File: src/rtl/blt_pkg.sv
// Shared types, register indexes and reset constants for the LED timer.
package blt_pkg;

  localparam int unsigned CfgIndexW = 8;
  localparam int unsigned CfgDataW  = 16;
  localparam int unsigned DutyW     = 9;
  localparam int unsigned TimeW     = 16;
  localparam int unsigned RampW     = 8;
  localparam int unsigned LevelW    = 16;

  localparam logic [CfgIndexW-1:0] RegMode   = 8'd0;
  localparam logic [CfgIndexW-1:0] RegDuty   = 8'd1;
  localparam logic [CfgIndexW-1:0] RegPeriod = 8'd2;
  localparam logic [CfgIndexW-1:0] RegStep   = 8'd3;

  localparam logic [DutyW-1:0]  DutyFull     = 9'd256;
  localparam logic [RampW-1:0]  RampTop      = 8'd254;
  localparam logic [TimeW-1:0]  TimeMax      = 16'hFFFF;

  localparam logic             ResetMode   = 1'b0;
  localparam logic [DutyW-1:0] ResetDuty   = 9'd224;
  localparam logic [TimeW-1:0] ResetPeriod = 16'd5000;
  localparam logic [TimeW-1:0] ResetStep   = 16'd10;
  localparam logic [TimeW-1:0] ResetOnTime = 16'd4375;
  localparam logic [TimeW-1:0] ResetOffTime = 16'd625;

  // Timing settings as seen by the state logic.
  typedef struct packed {
    logic             mode;
    logic [TimeW-1:0] step;
    logic [TimeW-1:0] on_time;
    logic [TimeW-1:0] off_time;
  } timing_t;

  // Current settings plus a restart request carrying the freshly written ones.
  typedef struct packed {
    logic    restart;
    timing_t fresh;
    timing_t cur;
  } blt_ctrl_t;

endpackage

File: src/rtl/blt_cfg.sv
// Configuration registers and the derived on and off times of the blink cycle.
module blt_cfg
  import blt_pkg::*;
(
  input  logic                 clk,
  input  logic                 rst,
  input  logic                 cfg_valid,
  input  logic [CfgIndexW-1:0] cfg_index,
  input  logic [CfgDataW-1:0]  cfg_data,
  output blt_ctrl_t            ctrl
);

  logic             mode, mode_next;
  logic [DutyW-1:0] duty, duty_next;
  logic [TimeW-1:0] period, period_next;
  logic [TimeW-1:0] step, step_next;
  logic [TimeW-1:0] on_time, off_time;
  logic [TimeW-1:0] on_next, off_next;
  logic [DutyW-1:0] duty_sat;
  logic [24:0]      prod;
  logic             hit;

  always_comb begin
    mode_next   = mode;
    duty_next   = duty;
    period_next = period;
    step_next   = step;
    hit         = 1'b0;
    if (cfg_valid) begin
      case (cfg_index)
        RegMode: begin
          mode_next = cfg_data[0];
          hit       = 1'b1;
        end
        RegDuty: begin
          duty_next = cfg_data[DutyW-1:0];
          hit       = 1'b1;
        end
        RegPeriod: begin
          period_next = cfg_data;
          hit         = 1'b1;
        end
        RegStep: begin
          step_next = cfg_data;
          hit       = 1'b1;
        end
        default: hit = 1'b0;
      endcase
    end
  end

  // The product of a 16-bit period and a duty of at most 256 stays below 2^24.
  assign duty_sat = (duty_next > DutyFull) ? DutyFull : duty_next;
  assign prod     = 25'(period_next) * 25'(duty_sat);
  assign on_next  = prod[23:8];
  assign off_next = period_next - on_next;

  always_ff @(posedge clk) begin
    if (rst) begin
      mode     <= ResetMode;
      duty     <= ResetDuty;
      period   <= ResetPeriod;
      step     <= ResetStep;
      on_time  <= ResetOnTime;
      off_time <= ResetOffTime;
    end else if (hit) begin
      mode     <= mode_next;
      duty     <= duty_next;
      period   <= period_next;
      step     <= step_next;
      on_time  <= on_next;
      off_time <= off_next;
    end
  end

  assign ctrl.restart        = hit;
  assign ctrl.fresh.mode     = mode_next;
  assign ctrl.fresh.step     = step_next;
  assign ctrl.fresh.on_time  = on_next;
  assign ctrl.fresh.off_time = off_next;
  assign ctrl.cur.mode       = mode;
  assign ctrl.cur.step       = step;
  assign ctrl.cur.on_time    = on_time;
  assign ctrl.cur.off_time   = off_time;

endmodule

File: src/rtl/blt_core.sv
// Blink and breathing state, per-tick update and the registered result item.
module blt_core
  import blt_pkg::*;
(
  input  logic              clk,
  input  logic              rst,
  input  blt_ctrl_t         ctrl,
  input  logic              accept,
  input  logic              tick,
  input  logic              out_stall,
  output logic              out_valid,
  output logic              led_on,
  output logic [LevelW-1:0] pwm_level,
  output logic              pin_update
);

  logic [TimeW-1:0]  elapsed, elapsed_next;
  logic [TimeW-1:0]  interval, interval_next;
  logic              led, led_next;
  logic [RampW-1:0]  ramp, ramp_next;
  logic [LevelW-1:0] bright, bright_next;
  logic              rising, rising_next;
  logic              update;
  logic [TimeW-1:0]  elapsed_inc;
  logic [LevelW-1:0] delta;

  assign elapsed_inc = (elapsed < TimeMax) ? elapsed + 16'd1 : elapsed;
  assign delta       = LevelW'({ramp, 1'b1});

  always_comb begin
    elapsed_next  = elapsed;
    interval_next = interval;
    led_next      = led;
    ramp_next     = ramp;
    bright_next   = bright;
    rising_next   = rising;
    update        = 1'b0;
    if (ctrl.restart) begin
      elapsed_next = '0;
      if (ctrl.fresh.mode) begin
        ramp_next     = '0;
        bright_next   = '0;
        rising_next   = 1'b1;
        interval_next = ctrl.fresh.step;
      end else if (ctrl.fresh.on_time != '0) begin
        led_next      = 1'b1;
        interval_next = ctrl.fresh.on_time;
      end else begin
        led_next      = 1'b0;
        interval_next = ctrl.fresh.off_time;
      end
    end else if (accept && tick) begin
      elapsed_next = elapsed_inc;
      if (elapsed_inc >= interval) begin
        elapsed_next = '0;
        if (ctrl.cur.mode) begin
          update = 1'b1;
          if (rising) begin
            bright_next = bright + delta;
            if (ramp == RampTop) rising_next = 1'b0;
            else                 ramp_next   = ramp + 8'd1;
          end else begin
            bright_next = bright - delta;
            if (ramp == '0) rising_next = 1'b1;
            else            ramp_next   = ramp - 8'd1;
          end
        end else if (led && ctrl.cur.off_time != '0) begin
          led_next      = 1'b0;
          interval_next = ctrl.cur.off_time;
          update        = 1'b1;
        end else if (!led && ctrl.cur.on_time != '0) begin
          led_next      = 1'b1;
          interval_next = ctrl.cur.on_time;
          update        = 1'b1;
        end
      end
    end
  end

  always_ff @(posedge clk) begin
    if (rst) begin
      elapsed  <= '0;
      interval <= ResetOnTime;
      led      <= 1'b1;
      ramp     <= '0;
      bright   <= '0;
      rising   <= 1'b1;
    end else begin
      elapsed  <= elapsed_next;
      interval <= interval_next;
      led      <= led_next;
      ramp     <= ramp_next;
      bright   <= bright_next;
      rising   <= rising_next;
    end
  end

  // The result register refills in the same cycle that it is drained.
  always_ff @(posedge clk) begin
    if (rst) begin
      out_valid <= 1'b0;
    end else if (accept) begin
      out_valid <= 1'b1;
    end else if (!out_stall) begin
      out_valid <= 1'b0;
    end
  end

  always_ff @(posedge clk) begin
    if (accept) begin
      led_on     <= ctrl.cur.mode ? 1'b1 : led_next;
      pwm_level  <= ctrl.cur.mode ? bright_next : '0;
      pin_update <= update;
    end
  end

endmodule

File: src/rtl/breathing_blink_led_timer_core.sv
// Blink and breathing LED timer: one tick item in, one result item out.
// The result of an item is registered and shown in the cycle after it is accepted.
// Throughput: one item per cycle while the output is not stalled; the result register refills as it drains.
// A configuration write restarts the selected mode in the cycle it is taken.
// Reset restores blink mode with duty 224, period 5000 and step 10, LED on.
module breathing_blink_led_timer_core
  import blt_pkg::*;
(
  input  logic                 clk,
  input  logic                 rst,
  input  logic                 in_valid,
  output logic                 in_stall,
  input  logic                 tick,
  output logic                 out_valid,
  input  logic                 out_stall,
  output logic                 led_on,
  output logic [LevelW-1:0]    pwm_level,
  output logic                 pin_update,
  input  logic                 cfg_valid,
  output logic                 cfg_ready,
  input  logic [CfgIndexW-1:0] cfg_index,
  input  logic [CfgDataW-1:0]  cfg_data
);

  blt_ctrl_t ctrl;
  logic      accept;

  assign cfg_ready = 1'b1;
  assign in_stall  = out_valid && out_stall;
  assign accept    = in_valid && !in_stall;

  blt_cfg u_cfg (
    .clk       (clk),
    .rst       (rst),
    .cfg_valid (cfg_valid && cfg_ready),
    .cfg_index (cfg_index),
    .cfg_data  (cfg_data),
    .ctrl      (ctrl)
  );

  blt_core u_core (
    .clk        (clk),
    .rst        (rst),
    .ctrl       (ctrl),
    .accept     (accept),
    .tick       (tick),
    .out_stall  (out_stall),
    .out_valid  (out_valid),
    .led_on     (led_on),
    .pwm_level  (pwm_level),
    .pin_update (pin_update)
  );

endmodule

File: config.mk
export PLATFORM = sky130hd
export DESIGN_NAME = breathing_blink_led_timer_core
export DESIGN_NICKNAME = d
export VERILOG_FILES = /design/src/rtl/blt_pkg.sv /design/src/rtl/blt_cfg.sv /design/src/rtl/blt_core.sv /design/src/rtl/breathing_blink_led_timer_core.sv
export SDC_FILE = /design/constraint.sdc
export NUM_CORES = 1
export LEC_CHECK = 0
export BUFFER_PORTS_ARGS = -buffer_cell sky130_fd_sc_hd__buf_4
export CORE_ASPECT_RATIO = 1.5
export CORE_MARGIN = 5
export CORE_UTILIZATION = 64
export DETAILED_ROUTE_END_ITERATION = 12
export PLACE_DENSITY = 0.83
export SYNTH_ARGS = -nofsm -noshare
export SYNTH_HDL_FRONTEND = slang
export SYNTH_SLANG_ARGS = --single-unit
File: constraint.sdc
create_clock -name clk -period 15 [get_ports clk]
set_clock_uncertainty 0.1 [all_clocks]
set_input_delay 2.25 -clock clk [delete_from_list [all_inputs] [get_ports clk]]
set_output_delay 2.25 -clock clk [all_outputs]
set_load 0.005 [all_outputs]
==> results of run 1 <==
Yosys cell counts, drive strengths merged (7+ instances only):
cell    number
a211o        7
a211oi      17
a21o        20
a21oi      102
a31oi       26
and2        12
and3        18
buf          9
clkbuf      67
dfxtp      133
edfxtp      18
fa         100
ha          82
inv        151
mux2        20
mux2i       64
nand2      185
nand2b      15
nand3       29
nand4       15
nor2       245
nor3        18
nor4        19
o211ai      15
o21a         8
o21ai       43
o21bai      10
o22ai        9
o31ai        7
or2          7
or3         22
xnor2       48
xor2        13
where the power goes:
part	internal, mW	total (mW)	leakage, nW	switching (mW)
combinational	0.0370	0.0971	4.98	0.0601
sequential	0.412	0.415	1.25	0.00251
clock	0.236	0.412	0.265	0.176
total	0.685	0.923	6.50	0.238
metal layers:
layer  GRT usage (%)  share of wire, %  vias up
met5               0                 0        -
met4            14.5               4.6        0
met3            4.37               5.8      123
met2            54.8                52      490
met1            34.2                37     5714
li1                -                 -     5648
kinds of logic after synthesis:
group | count (synthesis)
muxes | 84
buffers and inverters | 229
adders and majority gates | 183
xor gates and xnor gates | 61
other | 1
DFF | 151
and+or+nand+nor | 609
AOI/OAI and AO/OA | 320
final timing paths:
path	startpoint	endpoint	slack, ns	depth (start not counted)
setup / recovery	cfg_index[5]	u_cfg.off_time[14]	2.30	34
hold / removal	u_cfg.off_time[10]	u_cfg.off_time[10]	0.38	2
setup reg to reg	u_cfg.duty[8]	u_cfg.off_time[14]	5.46	31
hold reg to reg	u_cfg.off_time[10]	u_cfg.off_time[10]	0.38	2
flip-flops by register name (all words and copies together), names as in the netlist:
signal	count
u_cfg.off_time	16
u_core.elapsed	16
u_core.led	1
u_cfg.step	16
u_core.interval	16
u_core.bright	16
u_core.pwm_level	16
u_cfg.on_time	16
u_cfg.mode	1
u_core.out_valid	1
u_core.led_on	1
u_core.rising	1
u_core.ramp	8
u_core.pin_update	1
u_cfg.period	16
u_cfg.duty	9
layout make-up:
cell class / count / area share, %
Clock inverter: 13 / 0.733
Sequential cell: 151 / 22.1
Tap cell: 264 / 2.28
Multi-Input combinational cell: 1258 / 64.1
Clock buffer: 19 / 3.13
Timing Repair Buffer: 71 / 3.67
Inverter: 153 / 3.96
worst max-delay path: cells and delay by family:
family          cells  cell delay (ns)
simple gates        6             2.63
compound gates     15             3.85
fa+ha+maj           6             2.89
mux                 1             0.52
buf+inv             5             0.40
xor+xnor            1             0.42
stage by stage:
| stage | cell area, µm² | power [mW] | hold slack (ns) | utilization, % |
|---|---|---|---|---|
| after global routing | 14500 | 0.954 | 0.401 | 70.8 |
| after CTS | 14500 | 0.925 | 0.378 | 70.8 |
| after detailed placement | 13900 | 0.519 | 0.370 | 68.0 |
| final | 14500 | 0.923 | 0.382 | 70.8 |
| after global placement | 13900 | 0.516 | 0.359 | 68.0 |
| after floorplan | 13400 | 0.488 | 0.338 | - |
==> results.sh, run 1 <==
export IMPL_via_count=12000
export IMPL_yosysTopAreaCell="dfxtp_1"
export IMPL_grt_overflow_total=0
export IMPL_n_fill_cell=1660
export IMPL_grt_first_pass_wirelength_mm=59.1
export IMPL_synthArstFlopShare_pct=0
export IMPL_hp_class="reg2reg"
export IMPL_cap_violations=0
export IMPL_synth_area_leaders="dfxtp_1 (20%), fa_1 (15%), ha_1 (7.7%)"
export IMPL_cp_start_kind="input port"
export IMPL_rsz0062_at_grt="no"
export IMPL_cts_tree="yes"
export IMPL_synthMuxAreaShare_pct=6.50
export IMPL_synth_top_area_share_pct=19.9
export IMPL_seq_area_um2=3200
export IMPL_syn_avg_cell_area_um2=8.16
export IMPL_ys_seq_area_share_pct=24.0
export IMPL_ir_worst_vdd_v=0.0000749
export IMPL_fmax_ghz=0.0788
export IMPL_place_ws_ns=1.99
export IMPL_start_util_pct=65.2
export IMPL_top_level_ports=51
export IMPL_postRouteAntennaNets=0
export IMPL_place_hpwl_mm=27.4
export IMPL_die_height_um=187
export IMPL_routed_wl_mm=35.8
export IMPL_fin_nets=1864
export IMPL_synth_edf_count=18
export IMPL_setup_violations=0
export IMPL_firstDrtPassIters=6
export IMPL_drcViolationCount=0
export IMPL_grt_max_degree=73
export IMPL_drive_gt1_share_pct=8.41
export IMPL_tightest_slew_ns=1.16
export IMPL_synth_top_family_by_area="adder cells"
export IMPL_pwr_density_cell_nw_per_um2=63.7
export IMPL_setup_tns_ns=0
export IMPL_syn_nets=1850
export IMPL_synth_seq_cells=151
export IMPL_numCtsBuffers=17
export IMPL_path_class="in2reg"
export IMPL_timing_final_ws_setup_ns=2.30
export IMPL_synth_xor_area_share_pct=4.00
export IMPL_ctsHoldBuffers=0
export IMPL_areaGrowthSynthToFinish_pct=8.49
export IMPL_clk_pin_slew_ns=0.06
export IMPL_routedWlPerCell_um=18.6
export IMPL_cp_required_ns=15.26
export IMPL_synthAdderAreaFrac_pct=22.7
export IMPL_port_buffers=49
export IMPL_slowest_delay_ns=0.88
export IMPL_slowest_stage="or4_1"
export IMPL_crit_top_cell="fa_1"
export IMPL_rows=64
export IMPL_insertion_delay_ns=0.43
export IMPL_status="finished clean"
export IMPL_cp_arrival_ns=12.96
export IMPL_antenna_found_initial=0
export IMPL_cts_resized=0
export IMPL_synth_cell_types=80
export IMPL_synthFlopType="dfxtp_1"
export IMPL_grt_pass1_vias=12200
export IMPL_ys_warn_count=0
export IMPL_multi_input_area_um2=9310
export IMPL_cts_setup_buffers=0
export IMPL_critPathMaxFanout=16
export IMPL_dieArea_um2=23900
export IMPL_core_um2=20500
export IMPL_clk_path_buf_depth=2
export IMPL_mostFrequentLayoutCells="nor2_1 (244), nand2_1 (184), inv_1 (151)"
export IMPL_first_iter_violations=861
export IMPL_cts_htree_levels=4
export IMPL_finalCriticalPeriod_ns=12.70
export IMPL_slew_headroom_pct=22.8
export IMPL_root_buffer="clkbuf_16"
export IMPL_placed_cells=1897
export IMPL_cts_sinks=151
export IMPL_synthesis_area_um2=13400
export IMPL_stdcell_count=1929
export IMPL_grt_total_usage_pct=30.2
export IMPL_vias_per_cell=6.21
export IMPL_synth_compound_area_share_pct=15.7
export IMPL_layout_commonest_cell="nor2_1"
export IMPL_slew_viol_final=0
export IMPL_fin_crit_sh_pct=84.6
export IMPL_chipWidth_um=128
export IMPL_diodes=0
export IMPL_gp_congestion=0.952
export IMPL_synth_cells=1638
export IMPL_worstSetupEndpointType="flip-flop"
export IMPL_finalHoldViolCount=0
export IMPL_synthSimpleGateAreaFrac_pct=20.5
export IMPL_leakage_nw=6.50
(Power assumes the default switching activity.)
==> inputs of run 2 (changes only) <==
==> constraint.sdc (replaced) <==
create_clock -name clk -period 12.1 [get_ports clk]
set_clock_uncertainty 0.1 [all_clocks]
set_input_delay 1.815 -clock clk [delete_from_list [all_inputs] [get_ports clk]]
set_output_delay 1.815 -clock clk [all_outputs]
set_load 0.005 [all_outputs]
==> run 2 against run 1 <==
  * Via count rose by 1.7%
  * Core utilization rose by 0.73 points
  * Wire length rose by 1.4%
  * Die area did not move
  * Design area rose by 1.0%
  * Worst setup slack got worse by 1.5 ns
  * Sequential power rose by 24%
  * Combinational power rose by 25%
  * Final cell count rose by 0.78%
  * Sequential cell count did not move
  * Critical path type unchanged
  * Critical endpoint unchanged
==> results.sh, run 2 (synthesis gave the netlist of run 1 again) <==
export IMPL_routedWlPerCell_um=18.7
export IMPL_placed_cells=1912
export IMPL_finalHoldViolCount=0
export IMPL_slowest_stage="a211oi_1"
export IMPL_cp_start_kind="input port"
export IMPL_reg2reg_from="u_cfg.duty[8]"
export IMPL_areaGrowthSynthToFinish_pct=9.60
export IMPL_grt_max_degree=88
export IMPL_hp_class="reg2reg"
export IMPL_pwr_share_seq_pct=43.4
export IMPL_top_level_ports=51
export IMPL_worstSetupEndpointType="flip-flop"
export IMPL_setup_violations=0
export IMPL_cp_required_ns=12.36
export IMPL_fmax_ghz=0.0883
export IMPL_cp_arrival_ns=11.58
export IMPL_drcViolationCount=0
export IMPL_rsz0062_at_grt="no"
export IMPL_layout_commonest_cell="nor2_1"
export IMPL_power_frac_comb_pct=10.2
export IMPL_hp_start="u_cfg.off_time[10]"
export IMPL_chipWidth_um=128
export IMPL_cap_violations=0
export IMPL_grt_overflow_total=0
export IMPL_cts_resized=0
export IMPL_finalCriticalPeriod_ns=11.32
export IMPL_firstDrtPassIters=8
export IMPL_p_switching_uw=297
export IMPL_ctsHoldBuffers=0
export IMPL_status="finished clean"
export IMPL_drive_gt1_share_pct=9.17
export IMPL_reg2reg_slack_ns=3.01
export IMPL_tightest_slew_ns=1.08
export IMPL_fin_crit_sh_pct=93.6
export IMPL_mostFrequentLayoutCells="nor2_1 (244), nand2_1 (184), inv_1 (151)"
export IMPL_place_hpwl_mm=27.6
export IMPL_start_util_pct=65.2
export IMPL_whs_path_depth=2
export IMPL_postRouteAntennaNets=0
export IMPL_path_class="in2reg"
export IMPL_grt_total_usage_pct=30.6
export IMPL_stdcell_count=1944
export IMPL_rows=64
export IMPL_diodes=0
export IMPL_cts_sinks=151
export IMPL_insertion_delay_ns=0.44
export IMPL_fin_nets=1879
export IMPL_numCtsBuffers=17
export IMPL_pwr_density_cell_nw_per_um2=80.8
export IMPL_clk_path_buf_depth=2
export IMPL_p_int_uw=886
export IMPL_gp_congestion=0.994
export IMPL_cts_tree="yes"
export IMPL_port_buffers=49
export IMPL_n_fill_cell=1601
export IMPL_root_buffer="clkbuf_16"
export IMPL_core_um2=20500
export IMPL_antenna_found_initial=0
export IMPL_rr_worst_depth=32
export IMPL_ir_worst_vdd_v=0.0000837
export IMPL_clk_pin_slew_ns=0.06
export IMPL_grt_pass1_vias=12400
export IMPL_cts_setup_buffers=0
export IMPL_hold_path_end="u_cfg.off_time[10]"
export IMPL_dieArea_um2=23900
export IMPL_die_height_um=187
export IMPL_routed_wl_mm=36.3
export IMPL_grt_first_pass_wirelength_mm=59.6
export IMPL_setup_tns_ns=0
export IMPL_r2r_end="u_cfg.off_time[14]"
export IMPL_swShare_pct=25.1
export IMPL_cts_htree_levels=4
export IMPL_seq_area_um2=3200
export IMPL_crit_top_cell="fa_1"
export IMPL_via_count=12200
export IMPL_multi_input_area_um2=9310
export IMPL_vias_per_cell=6.26
export IMPL_slew_viol_final=0
export IMPL_critPathMaxFanout=14
export IMPL_slowest_delay_ns=0.89
export IMPL_startpoint="cfg_index[5]"
export IMPL_p_clk_share_pct=46.3
export IMPL_slew_headroom_pct=27.6
export IMPL_leakage_nw=6.60
export IMPL_first_iter_violations=949
[run 2: cell count changes in the layout (fill, tap and decap cells not counted), sizes merged]
cell	before	now
clkinv	9	8
clkbuf	19	20
clkinvlp	5	1
buf	71	86
inv	151	153
bufinv	1	3
[run 2: how the worst max path moves through the flow]
| stage | to | slack (ns) | cells past startpoint |
|---|---|---|---|
| floorplan | u_cfg.off_time[14] | 0.75 | 36 |
| global placement | u_cfg.off_time[14] | 0.71 | 35 |
| detailed placement | u_cfg.off_time[14] | 0.46 | 35 |
| CTS | u_core.interval[14] | 0.90 | 35 |
| global route | u_cfg.off_time[13] | 0.20 | 36 |
| finish | u_cfg.off_time[14] | 0.78 | 35 |
[run 2: through the flow]
| stage | setup WS [ns] | util (%) | total power, mW | instance area [µm²] | hold WS (ns) |
|---|---|---|---|---|---|
| floorplan | 0.754 | - | 0.605 | 13400 | 0.338 |
| global placement | 0.706 | 68.6 | 0.639 | 14100 | 0.359 |
| detailed placement | 0.460 | 68.6 | 0.643 | 14100 | 0.365 |
| CTS | 0.901 | 71.5 | 1.18 | 14700 | 0.373 |
| global route | 0.202 | 71.5 | 1.22 | 14700 | 0.400 |
| finish | 0.775 | 71.5 | 1.18 | 14700 | 0.375 |
[run 2: layout make-up]
type / instances / share of cell area, %
multi-input cells: 1258 / 63.5
flip-flops and latches: 151 / 21.9
repair buffers: 86 / 4.41
inverters: 153 / 3.92
clock buffers: 20 / 3.05
well taps: 264 / 2.25
clock inverters: 12 / 1.02
[run 2: per-layer routing]
layer / wire, µm / global-route usage (%)
met5: 0 / 0
met4: 2270 / 17.6
met1: 13200 / 33.3
met2: 18700 / 55.1
met3: 2090 / 4.97
[run 2: power by group through the flow]
| stage | Clock, mW | Sequential, mW | Combinational, mW |
|---|---|---|---|
| 2_1_floorplan | 0 | 0.524 | 0.0809 |
| 3_3_place_gp | 0 | 0.525 | 0.115 |
| 3_5_place_dp | 0 | 0.525 | 0.118 |
| 4_1_cts | 0.549 | 0.514 | 0.119 |
| 5_1_grt | 0.574 | 0.514 | 0.131 |
| 6_report | 0.548 | 0.514 | 0.121 |
[run 2: worst max-delay path, delay by kind of cell]
kind,cells,cell delay (ns)
AOI/OAI and AO/OA,15,3.89
adders and majority gates,6,2.88
and+or+nand+nor,6,1.90
buffers and inverters,6,0.45
muxes,1,0.42
xor gates and xnor gates,1,0.20
